===== src/hw/rtl/sgef_pkg.sv =====
// Shared widths, register indexes and defaults for the Sobel gradient energy focus core.
package sgef_pkg;

  localparam int PIXEL_W        = 8;
  localparam int CFG_W          = 13;
  localparam int CFG_IDX_W      = 1;
  localparam int SUM_W          = 45;
  localparam int MEAN_W         = 29;
  localparam int FRAC_W         = 8;
  localparam int SOBEL_W        = 11;
  localparam int ENERGY_W       = 21;
  localparam int IN_TDATA_W     = 8;
  localparam int OUT_TDATA_W    = 80;
  localparam int DEF_MAX_WIDTH  = 4096;
  localparam int DEF_MAX_HEIGHT = 4096;
  localparam int RESET_WIDTH    = 640;
  localparam int RESET_HEIGHT   = 480;
  localparam int MIN_DIM        = 3;
  localparam int QUEUE_DEPTH    = 4;
  localparam int LVL_W          = $clog2(QUEUE_DEPTH + 1);

  typedef enum logic [CFG_IDX_W-1:0] {
    REG_FRAME_WIDTH  = 1'b0,
    REG_FRAME_HEIGHT = 1'b1
  } cfg_reg_t;

endpackage


===== src/hw/rtl/sgef_fifo.sv =====
// Short request queue between the pixel front end and the mean divider.
module sgef_fifo #(
  parameter int W     = 8,
  parameter int DEPTH = sgef_pkg::QUEUE_DEPTH
) (
  input  logic                        clk,
  input  logic                        rst,
  input  logic                        push,
  input  logic [W-1:0]                push_data,
  input  logic                        pop,
  output logic [W-1:0]                head,
  output logic                        empty,
  output logic [$clog2(DEPTH+1)-1:0]  level
);
  localparam int PW = (DEPTH > 1) ? $clog2(DEPTH) : 1;

  logic [W-1:0]  slots [DEPTH];
  logic [PW-1:0] wr_ptr, rd_ptr;

  assign head  = slots[rd_ptr];
  assign empty = (level == '0);

  always_ff @(posedge clk) begin
    if (push) slots[wr_ptr] <= push_data;
  end

  always_ff @(posedge clk) begin
    if (rst) begin
      wr_ptr <= '0;
      rd_ptr <= '0;
      level  <= '0;
    end else begin
      if (push) wr_ptr <= (wr_ptr == PW'(DEPTH - 1)) ? '0 : wr_ptr + PW'(1);
      if (pop)  rd_ptr <= (rd_ptr == PW'(DEPTH - 1)) ? '0 : rd_ptr + PW'(1);
      if (push && !pop) level <= level + 1'b1;
      else if (pop && !push) level <= level - 1'b1;
    end
  end

endmodule


===== config.mk =====
export PLATFORM = sky130hd
export DESIGN_NAME = sgef_fifo
export DESIGN_NICKNAME = d
export VERILOG_FILES = /design/src/hw/rtl/sgef_pkg.sv /design/src/hw/rtl/sgef_fifo.sv
export SDC_FILE = /design/constraint.sdc
export NUM_CORES = 1
export LEC_CHECK = 0
export BUFFER_PORTS_ARGS = -buffer_cell sky130_fd_sc_hd__buf_2
export CORE_MARGIN = 3
export CORE_UTILIZATION = 62
export CTS_BUF_LIST = sky130_fd_sc_hd__clkbuf_4 sky130_fd_sc_hd__clkbuf_8
export DETAILED_ROUTE_END_ITERATION = 7
export HOLD_SLACK_MARGIN = 0.02
export PLACE_DENSITY_LB_ADDON = 0.25
export SETUP_SLACK_MARGIN = 0.3
export SYNTH_ARGS = -nofsm -noshare
export SYNTH_HDL_FRONTEND = slang
export SYNTH_SLANG_ARGS = --single-unit

===== constraint.sdc =====
create_clock -name clk -period 2.2 [get_ports clk]
set_input_delay 0.22 -clock clk [delete_from_list [all_inputs] [get_ports clk]]
set_output_delay 0.22 -clock clk [all_outputs]
set_load 0.005 [all_outputs]

==> flow_summary.json <==
{
  "outcome": "finished, final reports clean",
  "port_buffers": 23,
  "antenna_found_initial": 0,
  "grt_usage_pct": 16.4,
  "hold_class": "in2reg",
  "drt-total-wl_um": 2260,
  "synth_top_family_by_area": "multiplexers",
  "fin_area_um2": 1780,
  "dp_hpwl_um": 1600,
  "rows": 17,
  "setup_violations": 0,
  "yosysWarnings": 0,
  "synthMuxAreaShare_pct": 13.2,
  "holdBufCountCts": 0,
  "utilization_pct": 76.8,
  "synthSimpleGateAreaFrac_pct": 4.63,
  "postCtsSetupBuffers": 0,
  "viasPerCell": 5.53,
  "diodes": 0,
  "cp_max_fo": 8,
  "dp_slack_ns": 0.486,
  "die_w_um": 56.7,
  "core_um2": 2320,
  "htreeDepth": 2,
  "layout.nets": 133,
  "worstPathRequired_ns": 1.98,
  "drive_above_1_share_pct": 34.8,
  "min_period_over_period_pct": 81.1,
  "cts_made_buffers": 5,
  "synth-edff-count": 32,
  "yosysTopAreaCell": "edfxtp_1",
  "synth_seq_cells": 41,
  "drt-initial-drc-count": 22,
  "synth_ff_type": "edfxtp_1",
  "synth_cells": 86,
  "synthTopCellsByArea": "edfxtp_1 (60%), dfxtp_1 (11%), mux4_2 (11%)",
  "grt_overflow": 0,
  "syn_area_per_cell_um2": 18.5,
  "die_h_um": 56.7,
  "cts_sinks": 41,
  "slowest_delay_ns": 0.55,
  "relSlewSlack_pct": 71.8,
  "path_cells": "mux4_2 -> buf_2",
  "synth_fa_ha_area_share_pct": 5.97,
  "wire_per_inst_um": 15.8,
  "async_flop_share_pct": 0,
  "fin_skew_ns": 0.00570,
  "synth_compound_area_share_pct": 1.26,
  "synth-seq-area-share_pct": 71.6,
  "setup_ws_ns": 0.416,
  "drc": 0,
  "fmax_mhz": 561,
  "die-area_um2": 3210,
  "ir_drop_v": 0.000624,
  "num_io_pins": 24,
  "dp_cells": 135,
  "final_cells": 143,
  "grt_pass1_wl_um": 3730,
  "end_kind": "output pin",
  "crit_type": "reg2out",
  "ctsResizeCount": 1,
  "syn_nets": 105,
  "grt_max_degree": 14,
  "slew_viol_final": 0,
  "cts_tree": "yes",
  "grt_pass1_vias": 837,
  "hold_violations": 0,
  "finalCriticalPeriod_ns": 1.78,
  "placed_area_um2": 1730,
  "ctsLongestPathBuffers": 2,
  "startpoint_type": "register",
  "place_congestion": 0.667,
  "synthesis.area_um2": 1590,
  "crit_arrival_ns": 1.56,
  "start_util_pct": 68.7,
  "areaGrowthSynthToFinish_pct": 11.9,
  "power_density_nw_per_um2": 792,
  "synth_cell_types": 17,
  "cap_violations": 0,
  "tns_ns": 0,
  "cts.root.buffer_cell": "clkbuf_4",
  "synth.top_cell.area_share_pct": 60.3,
  "tightest_slew_ns": 0.423,
  "first_pass_iters": 4,
  "antenna_left": 0,
  "vias": 791,
  "slowest_stage": "mux4_2",
  "synthXorXnorAreaFrac_pct": 1.10,
  "cts.clk_slew.worst_paths_ns": 0.11,
  "rsz0062_at_grt": "false",
  "clk_latency_ns": 0.34,
  "p_leak_uw": 0.000678
}
path summary, 6_finish.rpt:
| check | from | end | slack, ns | cells past startpoint |
|---|---|---|---|---|
| min | push_data[1] | slots[1][1] | 0.08 | 1 |
| max | register | head[0] | 0.42 | 2 |
| min reg2reg | level[2] | level[2] | 0.54 | 2 |
| max reg2reg | level[0] | level[2] | 0.73 | 4 |
Yosys cell counts (2+ instances only):
| cell | count |
|---|---|
| mux4_2 | 8 |
| edfxtp_1 | 32 |
| ha_1 | 6 |
| nor3b_1 | 2 |
| xor2_1 | 2 |
| nor2_1 | 6 |
| dfxtp_1 | 9 |
| and2_1 | 4 |
| a21oi_1 | 3 |
| mux2i_1 | 3 |
| inv_1 | 5 |
power by group:
group          total, µW  switching, µW  internal [µW]  leakage, µW
Combinational        154           69.1           85.4     0.000274
Clock                348            226            122    0.0000353
Sequential           909           32.1            877     0.000369
cell usage in the layout, fill, tap and decap left out:
cell and n:
clkbuf_4 5, dfxtp_1 8, ha_1 6, xor2_1 2, or3_1 1, edfxtp_1 32, inv_4 1, mux2i_1 3
o21ai_0 1, clkinv_2 2, mux4_2 8, a21oi_1 3, inv_1 5, nor3b_1 2, nor3_1 1, buf_2 23
and2_1 4, fa_1 1, dfxtp_2 1, nor2_1 6
metal layers:
layer	track usage (%)	vias to the layer above	part of all wire [%]
met5	0	-	0
met4	11.2	0	3.0
met3	5.06	7	5.5
met2	28.5	23	54
met1	16.5	378	38
li1	-	383	-
kinds of logic (layout without fill, tap and decap cells):
kind of cell | after synthesis | in the layout
flip-flops | 41 | 41
AND/OR/NAND/NOR | 14 | 14
multiplexers | 11 | 11
adder cells (fa/ha/maj) | 7 | 7
buffers and inverters | 7 | 36
AO/OA/AOI/OAI | 4 | 4
XOR/XNOR | 2 | 2
cell type report:
class	count	area (µm²)
flip-flops and latches	41	1140
fillers	130	537
multi-input cells	38	417
repair buffers	23	115
clock buffers	5	37.5
well taps	28	35.0
inverters	5	18.8
clock inverters	3	16.3
state kept, by name, indices dropped and copies added (netlist names), named ones only:
name and count:
slots 32, level 3, rd_ptr 2, wr_ptr 2
stage by stage:
step	total power (µW)	hold WS [ns]
6_report	1410	0.0810
5_1_grt	1500	0.0491
3_5_place_dp	1080	0.435
3_3_place_gp	1080	0.431
2_1_floorplan	1020	0.289
4_1_cts	1430	0.0629
worst max-delay path, delay by kind of cell (launching register included):
kind / cells / cell delay [ns]
buffers and inverters: 1 / 0.14
flip-flops: 1 / 0.52
multiplexers: 1 / 0.55
No activity file was read; power rests on OpenSTA's default activity.
