===== src/hw/rtl/sgef_pkg.sv =====
// Shared widths, register indexes and defaults for the Sobel gradient energy focus core.
package sgef_pkg;

  localparam int PIXEL_W        = 8;
  localparam int CFG_W          = 13;
  localparam int CFG_IDX_W      = 1;
  localparam int SUM_W          = 45;
  localparam int MEAN_W         = 29;
  localparam int FRAC_W         = 8;
  localparam int SOBEL_W        = 11;
  localparam int ENERGY_W       = 21;
  localparam int IN_TDATA_W     = 8;
  localparam int OUT_TDATA_W    = 80;
  localparam int DEF_MAX_WIDTH  = 4096;
  localparam int DEF_MAX_HEIGHT = 4096;
  localparam int RESET_WIDTH    = 640;
  localparam int RESET_HEIGHT   = 480;
  localparam int MIN_DIM        = 3;
  localparam int QUEUE_DEPTH    = 4;
  localparam int LVL_W          = $clog2(QUEUE_DEPTH + 1);

  typedef enum logic [CFG_IDX_W-1:0] {
    REG_FRAME_WIDTH  = 1'b0,
    REG_FRAME_HEIGHT = 1'b1
  } cfg_reg_t;

endpackage


===== src/hw/rtl/sgef_back.sv =====
// Back end: takes a frame request, forms the Q8 mean by restoring division, holds the result.
module sgef_back #(
  parameter int CNT_W = 26
) (
  input  logic                        clk,
  input  logic                        rst,
  input  logic                        q_empty,
  input  logic [sgef_pkg::SUM_W-1:0]  q_sum,
  input  logic [CNT_W-1:0]            q_count,
  output logic                        q_pop,
  output logic                        m_tvalid,
  input  logic                        m_tready,
  output logic [sgef_pkg::SUM_W-1:0]  sum_out,
  output logic [sgef_pkg::MEAN_W-1:0] mean_out
);
  import sgef_pkg::*;

  localparam int DIV_W  = SUM_W + FRAC_W;
  localparam int STEP_W = $clog2(DIV_W + 1);

  typedef enum logic [1:0] {ST_IDLE, ST_DIV, ST_FIN, ST_DONE} state_t;

  state_t            state;
  logic [DIV_W-1:0]  dq;
  logic [CNT_W-1:0]  rem, divisor, rem_next;
  logic [CNT_W:0]    trial;
  logic              ge;
  logic [STEP_W-1:0] step;

  assign q_pop    = (state == ST_IDLE) && !q_empty;
  assign m_tvalid = (state == ST_DONE);

  always_comb begin
    trial    = {rem, dq[DIV_W-1]};
    ge       = trial >= {1'b0, divisor};
    rem_next = ge ? CNT_W'(trial - {1'b0, divisor}) : trial[CNT_W-1:0];
  end

  always_ff @(posedge clk) begin
    if (rst) begin
      state <= ST_IDLE;
    end else begin
      unique case (state)
        ST_IDLE: begin
          if (!q_empty) begin
            dq      <= {q_sum, FRAC_W'(0)};
            divisor <= q_count;
            sum_out <= q_sum;
            rem     <= '0;
            step    <= '0;
            state   <= ST_DIV;
          end
        end
        ST_DIV: begin
          rem  <= rem_next;
          dq   <= {dq[DIV_W-2:0], ge};
          step <= step + STEP_W'(1);
          if (step == STEP_W'(DIV_W - 1)) state <= ST_FIN;
        end
        ST_FIN: begin
          // clamp quotient to the mean field
          mean_out <= (|dq[DIV_W-1:MEAN_W]) ? '1 : dq[MEAN_W-1:0];
          state    <= ST_DONE;
        end
        ST_DONE: begin
          if (m_tready) state <= ST_IDLE;
        end
        default: state <= ST_IDLE;
      endcase
    end
  end

endmodule


===== config.mk =====
export PLATFORM = sky130hd
export DESIGN_NAME = sgef_back
export DESIGN_NICKNAME = d
export VERILOG_FILES = /design/src/hw/rtl/sgef_pkg.sv /design/src/hw/rtl/sgef_back.sv
export SDC_FILE = /design/constraint.sdc
export NUM_CORES = 1
export LEC_CHECK = 0
export BUFFER_PORTS_ARGS = -buffer_cell sky130_fd_sc_hd__buf_2
export CAP_MARGIN = 20
export CORE_MARGIN = 2
export CORE_UTILIZATION = 60
export DETAILED_ROUTE_END_ITERATION = 10
export PLACE_DENSITY_LB_ADDON = 0.25
export SYNTH_ARGS = -nofsm -noshare
export SYNTH_HDL_FRONTEND = slang
export SYNTH_SLANG_ARGS = --single-unit
export TNS_END_PERCENT = 5

===== constraint.sdc =====
create_clock -name clk -period 15 [get_ports clk]
set_clock_uncertainty 0.15 [all_clocks]
set_input_delay 3 -clock clk [delete_from_list [all_inputs] [get_ports clk]]
set_output_delay 3 -clock clk [all_outputs]
set_load 0.01 [all_outputs]

==> impl_results.md, run 1 <==
* Seq pwr share at 0.421
* Flops & latches, synth at 187
* CP arrival at 3.45 ns
* Top achievable clock speed at 151.5 MHz
* RSZ-0062 raised after global routing: false
* CTS sink cnt at 187
* Clock latency on the worst-skew pair at roughly 0.43 ns
* Vias in the first global route at 5742
* Final TNS setup at 0 ns
* Ys Warns at 0
* EDFF count, synth at 185
* Critical path type: in2out
* Fin crit share at 0.4400
* Worst-path clk slew at 0.07 ns
* Clock power share at 0.225
* Gr ovfl total at 0
* Worst hold path stage count at 1
* Worst Tran Pin Value at 0.9698 ns
* Dpl hpwl at 12.01 mm
* Die area at 15660 um^2
* Ports at 151
* Placer's final routability congestion estimate at 0.9005
* Hold buffers post-CTS at 0
* MaxCap Viol Count at 0
* P per Cell Area at 182.7 nW/um^2
* Cell count after synthesis at 634
* Clk buf depth at 2
* Hold Path Sink: mean_out[25]
* Setup ws final at about 8.4 ns
* First-pass GRT wire length at 28.52 mm
* Leak Pwr at 0.003807 uW
* Reg2Reg Depth at 9
* Most instantiated library cell after synthesis: edfxtp_1
* Area leader, netlist: edfxtp_1
* Die width at 125.1 um
* DRC Markers at 0
* Total GRT Usage at 0.2306
* P_int at 1237 uW
* Vias per cell at 5.738
* Crit start category: input pin
* CP required at 11.85 ns
* Net Sw Frac at 0.3430
* Drt first pass iters at 5
* Finished Core Util at 0.7144
* Crit path capture type: output pin
* Largest net degree at the start of global routing at 87
* Fill cell count at roughly 1000
* Non-Filler Instances at between 900 and 1000
* Final count of pins violating max slew at 0
* Multi-input gate area at 2954 um^2
* Setup repair bufs after CTS at 0
* Yosys top cell area share at 0.6309
* 1st-iter DRT viols at 438
* Distinct cells, synth at 56
* Hold_ws at 0.3853 ns
* Final nets at 889
* Proportion of layout cells with a drive suffix above 1 at 0.3186
* Syn avg cell area at 13.89 um^2
* Worst-path fanout max at 3
* Final Setup Violations at 0
* Storage cell area at approximately 5600 um^2
* Detail Route Antenna Nets at 0
* Hold path start: dq[25]
* Combinational power share at 0.354
* Flop2flop setup slack at around 12 ns
* Worst slew margin relative to its limit at 0.3535
* Min cycle time layout at approximately 6.6 ns
* Final WL at 17.66 mm
* FFs w/ async S/R, synth at 0
* Reg2reg start: rem[11]
* Antenna violations before repair at 0
* IO Port Bufs at 150
* Mapped Area at 8806 um^2
* Num CTS Buffers at 17
* CTS Root Cell: clkbuf_16
* Switch Pwr at 645.8 uW
* Wirelength per Cell at 18.06 um
* Initial Utilization at 0.6105
* Main synth FF type: edfxtp_1
* TritonCTS clock tree: built
* Status: finished clean
* Sequential-to-total area share from yosys stat at 0.6354
* Pre-CTS setup slack at 8.402 ns
* Maximum vdd drop at 247.9 uV
* Placeable Area at 14420 um^2
* Post-CTS Resized at 0
* Final hold violation count at 0
* Mapped Nets at 742
* Hold crit path type: reg2reg
* R2R Path End: rem[10]
* FP Rows at 44
* Area Overhead vs Synth at 17.02%
* Leading post-synthesis cells by cell area: edfxtp_1 63%, mux2_2 5.8%, ha_1 4.5%
* Placed Instances at 944
* DR vias at 5612
* Synth top cells by count: 185 x edfxtp_1, 45 x mux2_2, 35 x inv_1
* H-tree depth at 4
* Chip height at 125.1 um
* ANT cells at 0
## per-stage QoR
step                power [uW]  instance area (um^2)
finish                    1883                 10300
detailed placement        1458                  9699
floorplan                 1320                  8806
global route              1991                 10300
CTS                       1882                 10260
global placement          1427                  9699
## worst max-delay path, stage by stage
cell     delay [ns]
buf_2          0.13
nor2b_1        0.16
buf_2          0.16
## registers in the layout (all words and copies together), names as in the netlist
register	cells
mean_out	29
sum_out	45
state	2
step	6
divisor	26
rem	26
dq	53
## layout make-up
class,instances,share of cell area
clock buffers,18,0.04165
clock inverters,14,0.01299
inverters,35,0.01275
multi-input cells,383,0.2867
flip-flops and latches,187,0.5430
well taps,184,0.02234
repair buffers,157,0.08062
## layer usage
layer / track usage / part of all wire
met5: 0 / 0
met2: 0.3884 / 0.50
met4: 0.06863 / 0.015
met1: 0.2916 / 0.42
met3: 0.06889 / 0.062
## cells in the final DEF, fill, tap and decap left out, types with 3 or more instances in the layout
cell type | synthesis | final
nand3_1 | 12 | 12
or3_1 | 30 | 30
clkbuf_16 | 0 | 17
a211oi_1 | 5 | 4
a21o_1 | 5 | 5
nor2b_1 | 25 | 23
buf_4 | 0 | 5
a31oi_1 | 3 | 3
o211a_1 | 4 | 4
and3_1 | 6 | 6
and2_1 | 13 | 13
o21ai_1 | 8 | 8
a21oi_2 | 4 | 4
o21ai_0 | 19 | 19
edfxtp_1 | 185 | 185
clkinvlp_4 | 0 | 3
inv_8 | 0 | 3
nand2_1 | 26 | 26
ha_1 | 32 | 31
nor4_1 | 8 | 8
buf_2 | 9 | 150
nand2b_1 | 6 | 6
mux2i_1 | 19 | 19
xor2_1 | 10 | 10
nand4_1 | 9 | 9
nor3_1 | 4 | 4
nor2_1 | 19 | 19
mux2_2 | 45 | 45
inv_1 | 35 | 35
a21oi_1 | 25 | 25
xnor2_1 | 16 | 16
## worst max-delay path by stage
stage	from	end	slack, ns	cells past startpoint
floorplan	q_empty	dq[0]	4.94	1
finish	q_empty	q_pop	8.40	3
global placement	q_empty	q_pop	8.43	3
detailed placement	q_empty	q_pop	8.40	3
CTS	q_empty	q_pop	8.39	3
global route	q_empty	q_pop	8.36	3
## power by group through the flow
stage | clock [uW] | combinational [uW] | sequential [uW]
after floorplan | 0 | 507 | 813
after global routing | 450 | 736 | 805
final | 424 | 666 | 792
after CTS | 431 | 657 | 794
after global placement | 0 | 629 | 797
after detailed placement | 0 | 655 | 803
## kinds of logic after synthesis
logic type	Yosys count	share of synthesized area
xor+xnor	26	0.02586
compound gates	91	0.07076
fa+ha+maj	33	0.04774
flops	187	0.6354
buf+inv	64	0.03197
mux	64	0.07914
simple gates	169	0.1091
No activity file was read; power rests on OpenSTA's default activity.
==> inputs of run 2 (changes only) <==
- CORE_UTILIZATION: 60 -> 56
- clock period: 15 -> 6.7 ns (I/O delays scaled with it)
==> run 2 against run 1 <==
Compared with the run above: sequential share of layout area decreased by 0.28 points; design area increased by 0.51%; die area increased by 6.9%; non-clock buffer count increased by 1; hold slack got worse by 0.010 ns.
==> impl_results.md, run 2 (synthesized netlist as in run 1, its figures left out) <==
* Clk buf depth at 2
* Setup ws final at 3.363 ns
* Top achievable clock speed at between 200 and 300 MHz
* Maximum vdd drop at 418.3 uV
* Die width at approximately 130 um
* CTS sink cnt at around 190
* Area Overhead vs Synth at 17.62%
* Final Setup Violations at 0
* Final hold violation count at 0
* Max reg flops at 53
* Vias in the first global route at 5651
* Non-Filler Instances at 1006
* Wirelength per Cell at approximately 17 um
* Worst-path clk slew at 0.07 ns
* Initial Utilization at 0.5771
* Vias per cell at ~5.6
* Pre-CTS setup slack at 2.947 ns
* Reg with most FFs: dq
* Proportion of layout cells with a drive suffix above 1 at 0.3182
* Die area at 16740 um^2
* Critical path, cell by cell: ha_1 -> a21oi_1 -> o21ai_1 -> o211ai_2 -> nand4b_2 -> a41oi_4 -> buf_4 -> or2b_1 -> o211a_1
* MaxCap Viol Count at 0
* Slowest cell delay on critical path at 0.61 ns
* Largest regs: dq: 53 flops, sum_out: 45 flops, mean_out: 29 flops
* Leak Pwr at 0.003816 uW
* Placeable Area at 15260 um^2
* Most common cell after layout, fill and taps aside: edfxtp_1
* First-pass GRT wire length at between 20 and 30 mm
* Placer's final routability congestion estimate at 0.8855
* Largest net degree at the start of global routing at 87
* DR vias at 5586
* CP arrival at 3.37 ns
* Worst slew margin relative to its limit at 0.3634
* Hold buffers post-CTS at 0
* Hold crit path type: reg2reg
* Min cycle time layout at around 3.3 ns
* CP required at 6.74 ns
* IO Port Bufs at 150
* Post-CTS Resized at 0
* TritonCTS clock tree: built
* Num CTS Buffers at 17
* Worst Tran Pin Value at 0.9549 ns
* Crit start category: register
* Total GRT Usage at 0.2156
* P per Cell Area at 406.9 nW/um^2
* Fill cell count at 1130
* Dpl hpwl at 11.62 mm
* CP max-delay cell: a41oi_4
* Placed Instances at 971
* DRC Markers at 0
* Antenna violations before repair at 0
* Most frequent cells in the layout: 185 x edfxtp_1, 150 x buf_2, 45 x mux2_2
* Critical path type: reg2reg
* Final count of pins violating max slew at 0
* Clock latency on the worst-skew pair at 0.43 ns
* Final TNS setup at 0 ns
* 1st-iter DRT viols at 363
* Gr ovfl total at 0
* RSZ-0062 raised after global routing: false
* Fin crit share at 0.4980
* Detail Route Antenna Nets at 0
* CTS Root Cell: clkbuf_16
* Final nets at 890
* ANT cells at 0
* H-tree depth at 4
* Drt first pass iters at 7
* Worst-path fanout max at 17
* Chip height at roughly 130 um
* Crit path capture type: register
* Final WL at between 15 and 20 mm
* FP Rows at 45
* Status: finished clean
* Ports at 151
* Setup repair bufs after CTS at 0
run 2: cell count changes in the layout (fill, tap and decap cells not counted):
cell | previous run | this run
clkinv_8 | 2 | 1
buf_12 | 0 | 1
clkinv_4 | 2 | 5
clkinv_2 | 2 | 0
inv_8 | 3 | 4
clkinvlp_4 | 3 | 2
clkinv_1 | 0 | 1
inv_6 | 2 | 1
run 2: report_power, final:
part           leakage [uW]  switching (uW)  internal, uW
clock              0.000269             466           491
sequential          0.00165             120          1650
combinational       0.00190             858           626
total               0.00382            1440          2770
run 2: cell type report:
cell class	instances	area, um^2	area share
clock buffer	18	429.2	0.04144
clock inverter	14	132.6	0.01281
inverter	35	131.4	0.01268
multi-input combinational	383	2954	0.2852
sequential	187	5595	0.5402
tap	211	264.0	0.02549
timing repair buffer	158	850.8	0.08215
run 2: worst paths after layout:
| kind | start | end | slack [ns] | cells past startpoint |
|---|---|---|---|---|
| worst max register to register | rem[5] | rem[10] | 3.36 | 9 |
| worst min register to register | dq[6] | mean_out[6] | 0.38 | 1 |
| worst max-delay path | rem[5] | rem[10] | 3.36 | 9 |
| worst min-delay path | dq[6] | mean_out[6] | 0.38 | 1 |
run 2: critical path: cells and delay by family, from the launching register on:
family	cells	cell delay, ns
AND/OR/NAND/NOR	2	0.44
buffers and inverters	1	0.38
adder cells (fa/ha/maj)	1	0.38
AO/OA/AOI/OAI	5	1.34
flip-flops	1	0.40
run 2: through the flow:
| step | hold WS, ns | cell area [um^2] | total power, uW | util |
|---|---|---|---|---|
| floorplan | 0.3491 | 8811 | 2940 | - |
| global route | 0.4073 | 10360 | 4468 | 0.6788 |
| CTS | 0.3816 | 10290 | 4222 | 0.6747 |
| finish | 0.3752 | 10360 | 4215 | 0.6788 |
| global placement | 0.3611 | 9733 | 3214 | 0.6379 |
| detailed placement | 0.3641 | 9733 | 3261 | 0.6379 |
run 2: metal layers:
layer  routed length (um)  up-vias  share of wire  track usage
met2                 8298      163           0.48       0.3449
met5                    0        -              0            0
li1                     -     2663              -            -
met1                 7920     2739           0.45       0.2914
met4                  244        0          0.014      0.06394
met3                  949       21          0.054      0.05987
